$ cat src/design/prst_pkg.sv
// Shared types and constants for the periodic report scheduler table.
package prst_pkg;

  localparam int PRST_SLOTS      = 16;
  localparam int PRST_MAX_PARAMS = 16;

  typedef enum logic [2:0] {
    REQ_DEFINE  = 3'd0,
    REQ_DELETE  = 3'd1,
    REQ_ENABLE  = 3'd2,
    REQ_DISABLE = 3'd3,
    REQ_REPORT  = 3'd4,
    REQ_TICK    = 3'd5
  } req_type_t;

  typedef enum logic [1:0] {
    STAT_OK        = 2'd0,
    STAT_BAD_PARAM = 2'd1,
    STAT_FULL      = 2'd2,
    STAT_NOT_FOUND = 2'd3
  } status_t;

  typedef enum logic [0:0] {
    KIND_REPLY  = 1'b0,
    KIND_REPORT = 1'b1
  } kind_t;

  typedef enum logic [2:0] {
    S_IDLE,
    S_READ,
    S_CHECK,
    S_REPLY,
    S_FLUSH
  } state_t;

  // One table entry as held in the slot RAM
  typedef struct packed {
    logic [15:0] id;
    logic [15:0] period;
    logic [31:0] last_time;
  } slot_entry_t;

  // Per-slot evaluation from the shared compare unit
  typedef struct packed {
    logic match;
    logic free;
    logic due;
  } slot_eval_t;

endpackage

$ cat src/design/prst_if.sv
// Request and response channel interfaces.
interface prst_req_if;
  logic        valid;
  logic        ready;
  logic [2:0]  req_type;
  logic [15:0] struct_id;
  logic [15:0] period;
  logic [7:0]  param_count;
  logic [31:0] now_ms;

  modport source (output valid, req_type, struct_id, period, param_count, now_ms,
                  input ready);
  modport sink (input valid, req_type, struct_id, period, param_count, now_ms,
                output ready);
endinterface

interface prst_rsp_if;
  logic        valid;
  logic        ready;
  logic        kind;
  logic [1:0]  status;
  logic [15:0] report_id;
  logic        last;

  modport source (output valid, kind, status, report_id, last, input ready);
  modport sink (input valid, kind, status, report_id, last, output ready);
endinterface

$ cat src/design/prst_ram.sv
// Generic single-write, single-read RAM with registered read data.
module prst_ram #(
  parameter int WIDTH = 64,
  parameter int DEPTH = 16
) (
  input  logic                 clk,
  input  logic                 wr_en,
  input  logic [((DEPTH > 1) ? $clog2(DEPTH) : 1)-1:0] wr_addr,
  input  logic [WIDTH-1:0]     wr_data,
  input  logic [((DEPTH > 1) ? $clog2(DEPTH) : 1)-1:0] rd_addr,
  output logic [WIDTH-1:0]     rd_data
);

  logic [WIDTH-1:0] mem [DEPTH];

  // Write port
  always_ff @(posedge clk) begin
    if (wr_en) begin
      mem[wr_addr] <= wr_data;
    end
  end

  // Registered read port
  always_ff @(posedge clk) begin
    rd_data <= mem[rd_addr];
  end

endmodule

$ cat src/design/prst_eval.sv
// Shared slot compare unit: id match, free slot and due-time check.
module prst_eval import prst_pkg::*; (
  input  logic        slot_valid,
  input  logic        slot_enabled,
  input  slot_entry_t entry,
  input  logic [15:0] struct_id,
  input  logic [31:0] now_ms,
  output slot_eval_t  ev
);

  logic [31:0] elapsed;

  // Wrapped elapsed time since the entry last fired
  assign elapsed = now_ms - entry.last_time;

  always_comb begin
    ev.match = slot_valid && (entry.id == struct_id);
    ev.free  = !slot_valid;
    ev.due   = slot_valid && slot_enabled && (entry.period != 16'd0) &&
               (elapsed >= {16'd0, entry.period});
  end

endmodule

$ cat src/design/periodic_report_scheduler_table.sv
// Top level of the periodic report scheduler table.
//
// Requests arrive on the req channel (valid/ready); one transfer carries a
// define, delete, enable, disable, report-now or tick request. Results leave
// on the rsp channel (valid/ready) with a last flag on the final result of
// a request. Commands give exactly one result; a tick gives one report per
// due entry in slot order, or none.
// The block takes one request at a time. The slot table sits in a RAM with
// a registered read, and one compare unit visits the slots one at a time,
// each through a read state and a check state, so a request holds the block
// until its scan and its result are done: a command stops at the first
// matching slot, a command with no match and a tick walk all SLOTS slots.
// Requests with a bad parameter count or an unknown type skip the scan and
// go straight to the reply state.
// A single output register holds a finished result; while the receiver
// stalls it, the scan waits at the next due entry and no request is taken.
// Synchronous reset clears all valid and enabled marks and the channels;
// no clearing pass over the RAM is needed.
module periodic_report_scheduler_table import prst_pkg::*; #(
  parameter int SLOTS      = PRST_SLOTS,
  parameter int MAX_PARAMS = PRST_MAX_PARAMS
) (
  input  logic      clk,
  input  logic      rst,
  prst_req_if.sink  req,
  prst_rsp_if.source rsp
);

  localparam int IDX_W = (SLOTS > 1) ? $clog2(SLOTS) : 1;
  localparam logic [IDX_W-1:0] LAST_IDX = IDX_W'(SLOTS - 1);

  state_t state, state_next;

  // Latched request
  req_type_t   rtype;
  logic [15:0] sid;
  logic [15:0] per;
  logic [31:0] now;
  logic        bad;

  // Scan state
  logic [IDX_W-1:0] idx;
  logic [IDX_W-1:0] hit_idx;
  logic [IDX_W-1:0] free_idx;
  logic             hit;
  logic             free_found;
  logic             held_v;
  logic [15:0]      held_id;

  // Table marks
  logic [SLOTS-1:0] valid;
  logic [SLOTS-1:0] enabled;

  // RAM and compare unit
  logic [$bits(slot_entry_t)-1:0] rd_raw;
  slot_entry_t      rd_entry;
  slot_entry_t      wr_entry;
  logic             wr_en;
  logic [IDX_W-1:0] wr_addr;
  slot_eval_t       ev;

  // Output register
  logic        rsp_valid_q;
  kind_t       kind_q;
  status_t     status_q;
  logic [15:0] id_q;
  logic        last_q;

  // Control from the sequencer
  logic        acc;
  logic        bad_in;
  logic        is_tick;
  logic        out_free;
  logic        chk_end;
  logic        chk_stall;
  logic        out_load;
  kind_t       out_kind;
  status_t     out_status;
  logic [15:0] out_id;
  logic        out_last;
  logic        vb_set;
  logic        vb_clr;
  logic        en_set;
  logic        en_clr;
  logic [IDX_W-1:0] tgt_idx;

  prst_ram #(
    .WIDTH ($bits(slot_entry_t)),
    .DEPTH (SLOTS)
  ) u_ram (
    .clk     (clk),
    .wr_en   (wr_en),
    .wr_addr (wr_addr),
    .wr_data (wr_entry),
    .rd_addr (idx),
    .rd_data (rd_raw)
  );

  assign rd_entry = slot_entry_t'(rd_raw);

  prst_eval u_eval (
    .slot_valid   (valid[idx]),
    .slot_enabled (enabled[idx]),
    .entry        (rd_entry),
    .struct_id    (sid),
    .now_ms       (now),
    .ev           (ev)
  );

  // Handshake and status terms
  assign req.ready = (state == S_IDLE);
  assign acc       = req.valid && req.ready;
  assign bad_in    = ((req.req_type == REQ_DEFINE) &&
                      (req.param_count > 8'(MAX_PARAMS))) ||
                     (req.req_type > REQ_TICK);
  assign is_tick   = (rtype == REQ_TICK);
  assign out_free  = !rsp_valid_q || rsp.ready;
  assign chk_end   = (idx == LAST_IDX);
  assign chk_stall = is_tick && ev.due && held_v && !out_free;

  assign rsp.valid     = rsp_valid_q;
  assign rsp.kind      = kind_q;
  assign rsp.status    = status_q;
  assign rsp.report_id = id_q;
  assign rsp.last      = last_q;

  // Next state
  always_comb begin
    state_next = state;
    unique case (state)
      S_IDLE: begin
        if (acc) begin
          state_next = bad_in ? S_REPLY : S_READ;
        end
      end
      S_READ: begin
        state_next = S_CHECK;
      end
      S_CHECK: begin
        if (is_tick) begin
          if (!chk_stall) begin
            state_next = chk_end ? S_FLUSH : S_READ;
          end
        end else if (ev.match || chk_end) begin
          state_next = S_REPLY;
        end else begin
          state_next = S_READ;
        end
      end
      S_REPLY: begin
        if (out_free) begin
          state_next = S_IDLE;
        end
      end
      S_FLUSH: begin
        if (!held_v || out_free) begin
          state_next = S_IDLE;
        end
      end
      default: begin
        state_next = S_IDLE;
      end
    endcase
  end

  // Sequencer outputs: RAM writes, mark updates, result loads
  always_comb begin
    wr_en      = 1'b0;
    wr_addr    = idx;
    wr_entry   = '{id: rd_entry.id, period: rd_entry.period, last_time: now};
    out_load   = 1'b0;
    out_kind   = KIND_REPLY;
    out_status = STAT_OK;
    out_id     = sid;
    out_last   = 1'b1;
    vb_set     = 1'b0;
    vb_clr     = 1'b0;
    en_set     = 1'b0;
    en_clr     = 1'b0;
    tgt_idx    = hit_idx;
    unique case (state)
      S_CHECK: begin
        // Due entry: restamp it and pass on the previously held report
        if (is_tick && ev.due && !chk_stall) begin
          wr_en = 1'b1;
          if (held_v) begin
            out_load = 1'b1;
            out_kind = KIND_REPORT;
            out_id   = held_id;
            out_last = 1'b0;
          end
        end
      end
      S_REPLY: begin
        if (out_free) begin
          out_load = 1'b1;
          if (bad) begin
            out_status = STAT_BAD_PARAM;
          end else begin
            unique case (rtype)
              REQ_DEFINE: begin
                if (hit || free_found) begin
                  tgt_idx  = hit ? hit_idx : free_idx;
                  wr_en    = 1'b1;
                  wr_addr  = tgt_idx;
                  wr_entry = '{id: sid, period: per, last_time: 32'd0};
                  vb_set   = 1'b1;
                  en_clr   = 1'b1;
                end else begin
                  out_status = STAT_FULL;
                end
              end
              REQ_DELETE: begin
                vb_clr     = hit;
                out_status = hit ? STAT_OK : STAT_NOT_FOUND;
              end
              REQ_ENABLE: begin
                en_set     = hit;
                out_status = hit ? STAT_OK : STAT_NOT_FOUND;
              end
              REQ_DISABLE: begin
                en_clr     = hit;
                out_status = hit ? STAT_OK : STAT_NOT_FOUND;
              end
              REQ_REPORT: begin
                out_kind   = hit ? KIND_REPORT : KIND_REPLY;
                out_status = hit ? STAT_OK : STAT_NOT_FOUND;
              end
              default: begin
                out_status = STAT_BAD_PARAM;
              end
            endcase
          end
        end
      end
      S_FLUSH: begin
        // Final report of a tick carries last
        if (held_v && out_free) begin
          out_load = 1'b1;
          out_kind = KIND_REPORT;
          out_id   = held_id;
        end
      end
      default: begin
      end
    endcase
  end

  // Control registers
  always_ff @(posedge clk) begin
    if (rst) begin
      state       <= S_IDLE;
      held_v      <= 1'b0;
      valid       <= '0;
      enabled     <= '0;
      rsp_valid_q <= 1'b0;
    end else begin
      state <= state_next;
      if (out_load) begin
        rsp_valid_q <= 1'b1;
      end else if (rsp.ready) begin
        rsp_valid_q <= 1'b0;
      end
      if (acc) begin
        held_v <= 1'b0;
      end else if (state == S_CHECK && is_tick && ev.due && !chk_stall) begin
        held_v <= 1'b1;
      end else if (state == S_FLUSH && out_free) begin
        held_v <= 1'b0;
      end
      if (vb_set) begin
        valid[tgt_idx] <= 1'b1;
      end
      if (vb_clr) begin
        valid[tgt_idx] <= 1'b0;
      end
      if (en_set) begin
        enabled[tgt_idx] <= 1'b1;
      end
      if (en_clr) begin
        enabled[tgt_idx] <= 1'b0;
      end
    end
  end

  // Payload and scan registers
  always_ff @(posedge clk) begin
    if (acc) begin
      rtype      <= req_type_t'(req.req_type);
      sid        <= req.struct_id;
      per        <= req.period;
      now        <= req.now_ms;
      bad        <= bad_in;
      idx        <= '0;
      hit        <= 1'b0;
      free_found <= 1'b0;
    end else if (state == S_CHECK) begin
      if (is_tick) begin
        if (!chk_stall) begin
          if (ev.due) begin
            held_id <= rd_entry.id;
          end
          if (!chk_end) begin
            idx <= idx + 1'b1;
          end
        end
      end else if (ev.match) begin
        hit     <= 1'b1;
        hit_idx <= idx;
      end else begin
        if (ev.free && !free_found) begin
          free_found <= 1'b1;
          free_idx   <= idx;
        end
        if (!chk_end) begin
          idx <= idx + 1'b1;
        end
      end
    end
    if (out_load) begin
      kind_q   <= out_kind;
      status_q <= out_status;
      id_q     <= out_id;
      last_q   <= out_last;
    end
  end

  // Table RAM is written only while checking a tick slot or replying
  a_wr_phase: assert property (@(posedge clk) disable iff (rst)
    wr_en |-> ((state == S_CHECK) && is_tick) || (state == S_REPLY))
    else $error("slot RAM write outside check or reply");

  // No report is held over once the block is idle
  a_held_idle: assert property (@(posedge clk) disable iff (rst)
    (state == S_IDLE) |-> !held_v)
    else $error("held report left over at idle");

  // Command replies are always the final result of their request
  a_reply_last: assert property (@(posedge clk) disable iff (rst)
    (out_load && (out_kind == KIND_REPLY)) |-> out_last)
    else $error("command reply without last");

  // A result is never loaded over one the receiver has not taken
  a_no_overwrite: assert property (@(posedge clk) disable iff (rst)
    out_load |-> out_free)
    else $error("output register overwritten");

  // An accepted request starts a scan or goes straight to the reply state
  a_accept_next: assert property (@(posedge clk) disable iff (rst)
    acc |=> (state == S_READ) || (state == S_REPLY))
    else $error("bad state after request transfer");

endmodule

$ cat src/flat_wrapper.sv
// flat-port wrapper written by rule: the top's interface ports become plain ports
module periodic_report_scheduler_table_flat import prst_pkg::*;
#(
  parameter int SLOTS      = PRST_SLOTS,
  parameter int MAX_PARAMS = PRST_MAX_PARAMS
)
  (clk, rst, req_valid, req_req_type, req_struct_id, req_period, req_param_count, req_now_ms, req_ready, rsp_valid, rsp_kind, rsp_status, rsp_report_id, rsp_last, rsp_ready);
  prst_req_if req_i ();
  prst_rsp_if rsp_i ();
  input  logic clk;
  input  logic rst;
  input wire logic [$bits(req_i.valid)-1:0] req_valid;
  input wire logic [$bits(req_i.req_type)-1:0] req_req_type;
  input wire logic [$bits(req_i.struct_id)-1:0] req_struct_id;
  input wire logic [$bits(req_i.period)-1:0] req_period;
  input wire logic [$bits(req_i.param_count)-1:0] req_param_count;
  input wire logic [$bits(req_i.now_ms)-1:0] req_now_ms;
  output wire logic [$bits(req_i.ready)-1:0] req_ready;
  output wire logic [$bits(rsp_i.valid)-1:0] rsp_valid;
  output wire logic [$bits(rsp_i.kind)-1:0] rsp_kind;
  output wire logic [$bits(rsp_i.status)-1:0] rsp_status;
  output wire logic [$bits(rsp_i.report_id)-1:0] rsp_report_id;
  output wire logic [$bits(rsp_i.last)-1:0] rsp_last;
  input wire logic [$bits(rsp_i.ready)-1:0] rsp_ready;
  assign req_i.valid = req_valid;
  assign req_i.req_type = req_req_type;
  assign req_i.struct_id = req_struct_id;
  assign req_i.period = req_period;
  assign req_i.param_count = req_param_count;
  assign req_i.now_ms = req_now_ms;
  assign req_ready = req_i.ready;
  assign rsp_valid = rsp_i.valid;
  assign rsp_kind = rsp_i.kind;
  assign rsp_status = rsp_i.status;
  assign rsp_report_id = rsp_i.report_id;
  assign rsp_last = rsp_i.last;
  assign rsp_i.ready = rsp_ready;
  periodic_report_scheduler_table #(.SLOTS(SLOTS), .MAX_PARAMS(MAX_PARAMS)) u_core (.clk(clk), .rst(rst), .req(req_i), .rsp(rsp_i));
endmodule
$ cat config.mk
export PLATFORM = sky130hd
export DESIGN_NAME = periodic_report_scheduler_table_flat
export DESIGN_NICKNAME = d
export VERILOG_FILES = /design/src/design/prst_pkg.sv /design/src/design/prst_if.sv /design/src/design/prst_ram.sv /design/src/design/prst_eval.sv /design/src/design/periodic_report_scheduler_table.sv /design/src/flat_wrapper.sv
export SDC_FILE = /design/constraint.sdc
export NUM_CORES = 1
export LEC_CHECK = 0
export ABC_AREA = 0
export ABC_CLOCK_PERIOD_IN_PS = 7800
export BUFFER_PORTS_ARGS = -buffer_cell sky130_fd_sc_hd__buf_2
export CAP_MARGIN = 25
export CORE_UTILIZATION = 45
export DETAILED_ROUTE_END_ITERATION = 6
export PLACE_DENSITY = 0.66
export SYNTH_ARGS = -nofsm -noshare
export SYNTH_HDL_FRONTEND = slang
export SYNTH_SLANG_ARGS = --single-unit
$ cat constraint.sdc
create_clock -name clk -period 7.8 [get_ports clk]
set_input_delay 2.34 -clock clk [delete_from_list [all_inputs] [get_ports clk]]
set_output_delay 2.34 -clock clk [all_outputs]
set_load 0.01 [all_outputs]
Word level (Yosys, flattened, before mapping)
Memory sizes are Yosys's and may differ from the RTL's. A register that Yosys moved wholly into a read port is not among the register bits.
Cells that the tools add are included.
{"block": "word_totals", "reg_bits": 155, "ramBits": 1024, "inputBits": 79, "out_inout_bits": 22, "word_cells": 189, "mem_count": 1}
{"block": "op_classes", "n_addsub": 2, "n_lt_le_gt_ge": 6, "n_eq_ne": 17, "n_mux": 85, "bitwise_logic": 11, "reduce_logical": 46}
{"name": "u_core.u_ram.mem", "depth": 16, "word_bits": 64, "read_ports": 1, "rd_ports_with_merged_regs": 1, "wr": 1, "line_no": "prst_ram.sv:14", "source": "logic [WIDTH-1:0] mem [DEPTH];"}
{"op": "2-to-1 mux 64 bit", "n": 5}
{"op": "2-to-1 mux 16 bit", "n": 9}
{"op": "2-to-1 mux 4 bit", "n": 15}
{"op": "2-to-1 mux 1 bit", "n": 36}
{"op": "AND 16 bit", "n": 2}
{"op": ">= comparator 32 x 16 -> 1 bit", "n": 1}
{"op": "OR 16 bit", "n": 2}
{"op": "case mux 16 bit (2 select lines)", "n": 1}
{"op": "subtractor 32 bit", "n": 1}
{"op": "2-to-1 mux 3 bit", "n": 6}
{"op": "logical AND 1 bit", "n": 17}
{"op": "== test 16 bit", "n": 1}
{"op": "inverter 16 bit", "n": 1}
{"op": "nonzero test 16 bit", "n": 1}
{"op": "case mux 3 bit (5 select lines)", "n": 1}
{"op": "== test 3 x 2 -> 1 bit (second input constant)", "n": 4}
{"op": "AND reduction 4 bit", "n": 3}
{"op": "less-than comparator 4 x 5 -> 1 bit (second input constant)", "n": 2}
{"op": "AND reduction 5 bit", "n": 2}
{"op": "== test 3 bit (second input constant)", "n": 3}
{"op": "zero test 3 bit", "n": 3}
{"op": "binary-select mux 1 bit (select 4 bit)", "n": 2}
{"op": "greater-than comparator 8 x 5 -> 1 bit (second input constant)", "n": 1}
{"op": "2-to-1 mux 2 bit", "n": 4}
{"op": "21 further kinds", "n": 44}

Longest topological paths before layout
Gate-level depths: netlist of the first run.
{"block": "logic_depth", "word_depth": 15, "depth_mapped": 24}

By module
From an unflattened synthesis of the first run, not the netlist that was laid out.
{"block": "unflattened", "hier_cells": 2614, "hier_area_um2": 49207.2}
{"module": "prst_ram", "instances": 1, "cells_per_inst": 1647, "area_each_um2": 39583.0, "seq_area_each_um2": 32030.7}
{"module": "periodic_report_scheduler_table", "instances": 1, "cells_per_inst": 590, "area_each_um2": 7081.8, "seq_area_each_um2": 4224.1}
{"module": "prst_eval", "instances": 1, "cells_per_inst": 377, "area_each_um2": 2542.4, "seq_area_each_um2": 0.0}

Worst setup path after synthesis of the first run
Ideal clock, no wire load.
{"block": "synth_path", "path_kind": "input port to flip-flop", "start": "input rsp_ready", "end": "memory u_core.u_ram.mem[0][0], enable pin", "setup_time_ps": 486, "t_arrival_ps": 6505, "t_required_ps": 7314, "setup_slack_ps": 809, "stages": 9, "n_path_buf": 2, "cell_sequence": "nand2b_1 nand2b_1 nor3_1 o211ai_1 clkbuf_1 clkbuf_1 o31ai_1 nand3_1 nor2_1"}
{"block": "synth_via", "elab_chain_len": 9, "word_cells_on_any_way": 12}
{"element": "start: declaration", "line_no": "flat_wrapper.sv:24", "source": "input wire logic [$bits(rsp_i.ready)-1:0] rsp_ready;"}
{"element": "logical OR 1 bit (*)", "line_no": "periodic_report_scheduler_table.sv:117", "source": "assign out_free = !rsp_valid_q || rsp.ready;"}
{"element": "zero test 1 bit", "line_no": "periodic_report_scheduler_table.sv:119", "source": "assign chk_stall = is_tick && ev.due && held_v && !out_free;"}
{"element": "logical AND 1 bit", "line_no": "periodic_report_scheduler_table.sv:119"}
{"element": "zero test 1 bit"}
{"element": "logical AND 1 bit", "line_no": "periodic_report_scheduler_table.sv:184", "source": "if (is_tick && ev.due && !chk_stall) begin"}
{"element": "2-to-1 mux 1 bit", "line_no": "periodic_report_scheduler_table.sv:184"}
{"element": "case mux 1 bit (2 select lines)", "line_no": "periodic_report_scheduler_table.sv:181", "source": "unique case (state)"}
{"element": "2-to-1 mux 1 bit", "line_no": "prst_ram.sv:18", "source": "if (wr_en) begin"}
{"element": "2-to-1 mux 1 bit (not written as such)", "line_no": "prst_ram.sv:19", "source": "mem[wr_addr] <= wr_data;"}
{"element": "end: declaration", "line_no": "prst_ram.sv:14"}
Every way passes the cells marked *; elsewhere a longest branch is shown, timed or not.

Worst setup path in the final report of the first run
{"block": "layout_path", "start": "register u_core.now[0]", "end": "memory u_core.u_ram.mem[2][24], enable pin"}
{"block": "layout_via", "elab_chain_len": 12}
{"element": "start: declaration", "line_no": "periodic_report_scheduler_table.sv:38", "source": "logic [31:0] now;"}
{"element": "start signal: assignment", "line_no": "periodic_report_scheduler_table.sv:292", "source": "now <= req.now_ms;"}
{"element": "subtractor 32 bit (*)", "line_no": "prst_eval.sv:14", "source": "assign elapsed = now_ms - entry.last_time;"}
{"element": ">= comparator 32 x 16 -> 1 bit (*)", "line_no": "prst_eval.sv:20", "source": "(elapsed >= {16'd0, entry.period});"}
{"element": "logical AND 1 bit (*)", "line_no": "prst_eval.sv:19", "source": "ev.due = slot_valid && slot_enabled && (entry.period != 16'd0) &&"}
{"element": "logical AND 1 bit (*)", "line_no": "periodic_report_scheduler_table.sv:119, periodic_report_scheduler_table.sv:184"}
{"element": "logical AND 1 bit (2 in a row)", "line_no": "periodic_report_scheduler_table.sv:119"}
{"element": "zero test 1 bit"}
{"element": "logical AND 1 bit (*)", "line_no": "periodic_report_scheduler_table.sv:184"}
{"element": "2-to-1 mux 1 bit (*)", "line_no": "periodic_report_scheduler_table.sv:184"}
{"element": "case mux 1 bit (2 select lines) (*)", "line_no": "periodic_report_scheduler_table.sv:181"}
{"element": "2-to-1 mux 1 bit (*)", "line_no": "prst_ram.sv:18"}
{"element": "2-to-1 mux 1 bit (not written as such) (*)", "line_no": "prst_ram.sv:19"}
Marked as above.

==> results of run 1 <==
registers in the layout, indices dropped and copies added, names as in the netlist, 2 cells and up, named ones only:
register and cells:
u_core.sid 16, u_core.rsp.status 2, u_core.rtype 3, u_core.enabled 16, u_core.free_idx 4, u_core.rsp.report_id 16
u_core.state 3, u_core.per 16, u_core.held_id 16, u_core.u_ram.mem 1024, u_core.idx 4, u_core.u_ram.rd_data 64
u_core.now 32, u_core.hit_idx 4
cell families (layout without fill, tap and decap cells):
family | count (synthesis) | in the layout | share of synthesized area, %
and+or+nand+nor | 328 | 328 | 3.42
adders and majority gates | 49 | 49 | 1.27
xor gates and xnor gates | 39 | 39 | 0.698
muxes | 351 | 351 | 15.7
DFF | 1243 | 1243 | 74.1
AOI/OAI and AO/OA | 257 | 257 | 3.40
buffers and inverters | 175 | 443 | 1.41
critical path, cell delays in order, from the launching register on:
cell	delay (ns)
edfxtp_1	0.32
inv_1	0.06
ha_1	0.21
fa_1	0.42
nor2b_1	0.20
o211a_1	0.24
o21ai_1	0.10
o31ai_1	0.75
a21o_1	0.22
a21oi_1	0.07
xnor2_1	0.15
ha_1	0.30
o2111ai_1	0.12
nor2_1	0.19
a22oi_1	0.08
o21ai_0	0.10
nor4_1	0.08
nor3b_1	0.14
nand4b_1	0.14
nor4b_4	0.12
o31ai_1	0.55
nand3_1	0.48
nor2_4	0.66
buf_4	0.82
routing by layer:
layer | part of all wire, % | vias up | GRT usage, %
met5 | 0 | - | 0
met4 | 2.2 | 0 | 5.13
met3 | 5.6 | 162 | 2.54
met2 | 49 | 807 | 32.5
met1 | 43 | 12688 | 28.4
li1 | - | 10354 | -
worst max-delay path by stage:
stage	start	to	slack (ns)	depth (start not counted)
after CTS	u_core.now[0]	u_core.u_ram.mem[2][2]	0.93	23
after floorplan	rsp_ready	u_core.u_ram.mem[0][0]	0.81	9
after global placement	u_core.now[0]	u_core.u_ram.mem[0][5]	1.15	23
final	u_core.now[0]	u_core.u_ram.mem[2][24]	0.82	23
after global routing	u_core.now[0]	u_core.u_ram.mem[2][15]	0.42	23
after detailed placement	u_core.now[0]	u_core.u_ram.mem[0][25]	0.98	23
where the power goes:
part           internal, W  leakage [nW]  switching [W]
Combinational      0.00176          4.57        0.00222
Clock              0.00317          1.82        0.00243
Sequential         0.00789          11.1       0.000254
metrics by stage:
step / setup slack (ns) / cell area [um2] / hold slack [ns] / utilization (%)
2_1_floorplan: 0.809 / 48900 / 0.424 / -
3_3_place_gp: 1.15 / 51200 / 0.463 / 47.7
3_5_place_dp: 0.981 / 51400 / 0.470 / 47.9
4_1_cts: 0.932 / 55100 / 0.486 / 51.4
5_1_grt: 0.422 / 55200 / 0.492 / 51.5
6_report: 0.819 / 55200 / 0.482 / 51.5
placed cells by master (no fill, tap or decap), types with 48 or more instances in the layout:
master     synthesis  layout
edfxtp_1        1136    1136
mux4_2           329     329
clkbuf_16          0     120
nand2_1          108     108
dfxtp_1          107     103
buf_2              7     103
a21oi_1           78      78
inv_1             59      58
buf_4              0      53
and2_1            52      52
ha_1              48      48
area by class of cell:
cell class	count	area, um2
timing repair buffer	165	1120
clock buffer	163	3200
inverter	59	223
multi-input combinational	1024	12100
fill	8321	52100
tap	1403	1760
clock inverter	56	559
sequential	1243	36300
==> flow_summary.yaml, run 1 <==
run_status:
  status: "completed"
sta:
  setup_viol: 0
  tns_ns: 0
  skew_ns: 0.0336
  fin_crit_sh_pct: 89.5
  hold_viol: 0
  rsz0062_at_grt: "no"
  tightest_slew_ns: 1.15
  finalCriticalPeriod_ns: 6.98
  relSlewSlack_pct: 23.4
  fmax_mhz: 143
  drv_slew: 0
logic_synthesis:
  ys_ff_latch: 1243
  synth_most_common_cell: "edfxtp_1"
  synth_top_area_cell: "edfxtp_1"
  synth_seq_area_share_pct: 74.1
  synth_area_um2: 48900
  postSynthCellCount: 2442
  synthArstFlopShare_pct: 0
  yosys.cell_types.count: 69
  yosysTopAreaCellShare_pct: 69.7
  synth_enable_flop_cells: 1136
  ys.flop_type: "edfxtp_1"
  synthTopCellsByArea: "edfxtp_1 70%, mux4_2 15%, dfxtp_1 4.4%"
  synth_area_per_cell_um2: 20.0
  syn-num-nets: 2570
  synth_commonest_cells: "1136 x edfxtp_1, 329 x mux4_2, 108 x nand2_1"
  synth_warnings: 0
placement:
  gp_congestion: 0.863
  dpl.cell_count: 3887
  io_buffers: 100
  hpwl_mm: 65.4
clock_tree:
  path_clk_slew_ns: 0.07
  clockBufferDepth: 3
  htree_levels: 3
  clk_latency_ns: 0.72
  cts_tree: "done"
  root_buffer: "clkbuf_16"
  hold_buffers: 0
  clkSinkCount: 1243
  cts_buffers: 120
  post_cts_resized: 0
  postCtsSetupBuffers: 0
final_layout:
  diodes: 0
  fin_nets: 2741
  synthToLayoutAreaGrowth_pct: 12.9
  final_cells: 4113
  drive_above_1_share_pct: 26.0
grt:
  antenna_found_initial: 2
  grt_max_degree: 143
  grt_usage_pct: 19.9
  grt_pass1_wl_mm: 163
  grt_pass1_vias: 24736
  grt-ovfl-total: 0
floorplan:
  die_h_um: 332
  pin_count: 101
  initial_utilization_pct: 45.6
  coreArea_um2: 107000
  die_w_um: 332
  num_rows: 120
  dieArea_um2: 110000
min_path:
  hold_path_depth: 0
  hp-start: "u_core.u_ram.rd_data[61]"
  holdPathEnd: "u_core.held_id[13]"
  hold_class: "reg2reg"
route:
  post-route-drc-count: 0
  viasPerCell: 5.84
  drt_iter0_drc: 2307
  drt-total-wl_mm: 109
  wl_per_cell_um: 26.4
  drtPass1Iterations: 7
  via_count: 24011
  ant_nets: 0
power:
  ir_drop_mv: 0.308
  pwr_density_cell_nw_per_um2: 321
  power.leakage_nw: 17.5
  power_w: 0.0177
worst_setup_path:
  r2r_end: "u_core.u_ram.mem[2][24]"
  crit_fanout: 48
  start_kind: "flip-flop"
  reg2reg_depth: 23
  path_class: "reg2reg"
  rr_startpoint: "u_core.now[0]"
  critical_path_required_ns: 8.13
  end_kind: "flip-flop"
  reg2reg_setup_slack_ns: 0.82
  arrival_ns: 7.31
job:
  maxCapViolations: 0
No activity file was read; power rests on OpenSTA's default activity.
==> run 2, diff against run 1 <==
- PLACE_DENSITY: 0.66 -> unset
==> run 2 against run 1 <==
Against the previous run: sequential power barely moved; fmax rose by 0.17%; wire length rose by 0.58%; clock-buffer cell count rose by 10; setup slack improved by 0.012 ns; critical endpoint is now u_core.u_ram.mem[7][47]; largest cell class unchanged; largest power group unchanged; highest routed layer unchanged.
==> flow_summary.yaml, run 2 (synthesis gave the netlist of run 1 again) <==
run_status:
  status: "completed"
worst_setup_path:
  slowest_delay_ns: 0.92
  crit_fanout: 42
  path_class: "reg2reg"
  end_kind: "flip-flop"
  arrival_ns: 7.33
  crit_family: "simple AND/OR/NAND/NOR gates"
  critical_path_required_ns: 8.16
  path_buf_inv: 2
  start_kind: "flip-flop"
  path_cells: "inv_1 > ha_1 > fa_1 > nor2b_1 > o211a_1 > o21ai_1 > o31ai_1 > a21o_1 > a21oi_1 > xnor2_1 > ha_1 > o2111ai_1 > nor2_1 > a22oi_1 > o21ai_0 > nor4_1 > nor3b_1 > nand4b_1 > nor4b_4 > o31ai_1 > nand3_1 > nor2_4 > buf_4"
  slowest_stage: "nor2_4"
sta:
  drv_slew: 0
  skew_ns: 0.0349
  rsz0062_at_grt: "no"
  hold_viol: 0
  relSlewSlack_pct: 31.4
  tightest_slew_ns: 1.03
  finalCriticalPeriod_ns: 6.97
  tns_ns: 0
  fmax_mhz: 143
  fin_crit_sh_pct: 89.3
  setup_viol: 0
clock_tree:
  hold_buffers: 0
  clkSinkCount: 1243
  clk_latency_ns: 0.75
  cts_tree: "done"
  clockBufferDepth: 3
  cts_buffers: 132
  htree_levels: 4
  post_cts_resized: 0
  root_buffer: "clkbuf_16"
  path_clk_slew_ns: 0.06
  postCtsSetupBuffers: 0
final_layout:
  final_cells: 4136
  multi_input_area_um2: 12100
  final_common_cell: "edfxtp_1"
  largest_reg_flops: 1024
  seqCellArea_um2: 36300
  regMostFlops: "u_core.u_ram.mem"
  fin_nets: 2751
  fillers: 8389
  synthToLayoutAreaGrowth_pct: 13.8
  most-common-layout-cells: "1136 x edfxtp_1, 329 x mux4_2, 137 x clkbuf_16"
  drive_above_1_share_pct: 26.7
  reg_top3: "u_core.u_ram.mem (1024), u_core.u_ram.rd_data (64), u_core.now (32)"
power:
  ir_drop_mv: 0.207
  comb_power_share_pct: 21.6
  p_sw_share_pct: 27.2
  power.leakage_nw: 17.8
  p_switching_w: 0.00496
  pwr_density_cell_nw_per_um2: 327
  clkPwrFrac_pct: 33.8
  intPower_w: 0.0133
  p_seq_share_pct: 44.6
placement:
  dpl.cell_count: 3885
  io_buffers: 100
  hpwl_mm: 65.7
  gp_congestion: 0.884
grt:
  grt_usage_pct: 20.1
  antenna_found_initial: 1
  grt_pass1_wl_mm: 164
  grt_max_degree: 106
  grt-ovfl-total: 0
  grt_pass1_vias: 24884
route:
  drtPass1Iterations: 5
  via_count: 24063
  drt-total-wl_mm: 109
  wl_per_cell_um: 26.4
  ant_nets: 0
  post-route-drc-count: 0
  viasPerCell: 5.82
  drt_iter0_drc: 2501
floorplan:
  die_w_um: 332
  num_rows: 120
  die_h_um: 332
  coreArea_um2: 107000
  dieArea_um2: 110000
  initial_utilization_pct: 45.6
  pin_count: 101
min_path:
  hold_class: "reg2reg"
job:
  maxCapViolations: 0
run 2: per-stage QoR:
stage	hold slack, ns	setup WS [ns]	power (W)	util, %	cell area [um2]
floorplan	0.424	0.809	0.0110	-	48900
global placement	0.468	1.01	0.0121	47.7	51200
detailed placement	0.467	0.858	0.0122	47.8	51300
CTS	0.485	0.867	0.0184	51.8	55600
global route	0.497	0.339	0.0189	51.9	55700
finish	0.479	0.831	0.0182	51.9	55700
run 2: layout make-up:
cell class                      count  share of cell area [%]
Inverter                           59                   0.400
Sequential cell                  1243                    65.2
Tap cell                         1403                    3.15
Clock buffer                      173                    6.49
Timing Repair Buffer              163                    1.87
Clock inverter                     70                    1.19
Antenna cell                        1                 0.00450
Multi-Input combinational cell   1024                    21.7
run 2: final timing paths:
check                      startpoint                 endpoint  slack [ns]  cells past startpoint
max                     u_core.now[0]  u_core.u_ram.mem[7][47]        0.83                     23
min reg2reg  u_core.u_ram.rd_data[53]        u_core.held_id[5]        0.48                      0
min          u_core.u_ram.rd_data[53]        u_core.held_id[5]        0.48                      0
max reg2reg             u_core.now[0]  u_core.u_ram.mem[7][47]        0.83                     23
run 2: metal layers:
layer / vias up / GRT usage [%] / wire length [um]
met3: 149 / 3.24 / 5580
met2: 742 / 32.6 / 53200
met1: 12758 / 28.5 / 48400
met5: - / 0 / 0
met4: 0 / 5.50 / 2050
li1: 10414 / - / -
run 2: power by group through the flow:
stage | combinational (W) | sequential [W] | clock, W
detailed placement | 0.00393 | 0.00826 | 0
global placement | 0.00386 | 0.00826 | 0
global route | 0.00427 | 0.00815 | 0.00652
floorplan | 0.00290 | 0.00811 | 0
finish | 0.00394 | 0.00812 | 0.00615
CTS | 0.00395 | 0.00813 | 0.00629
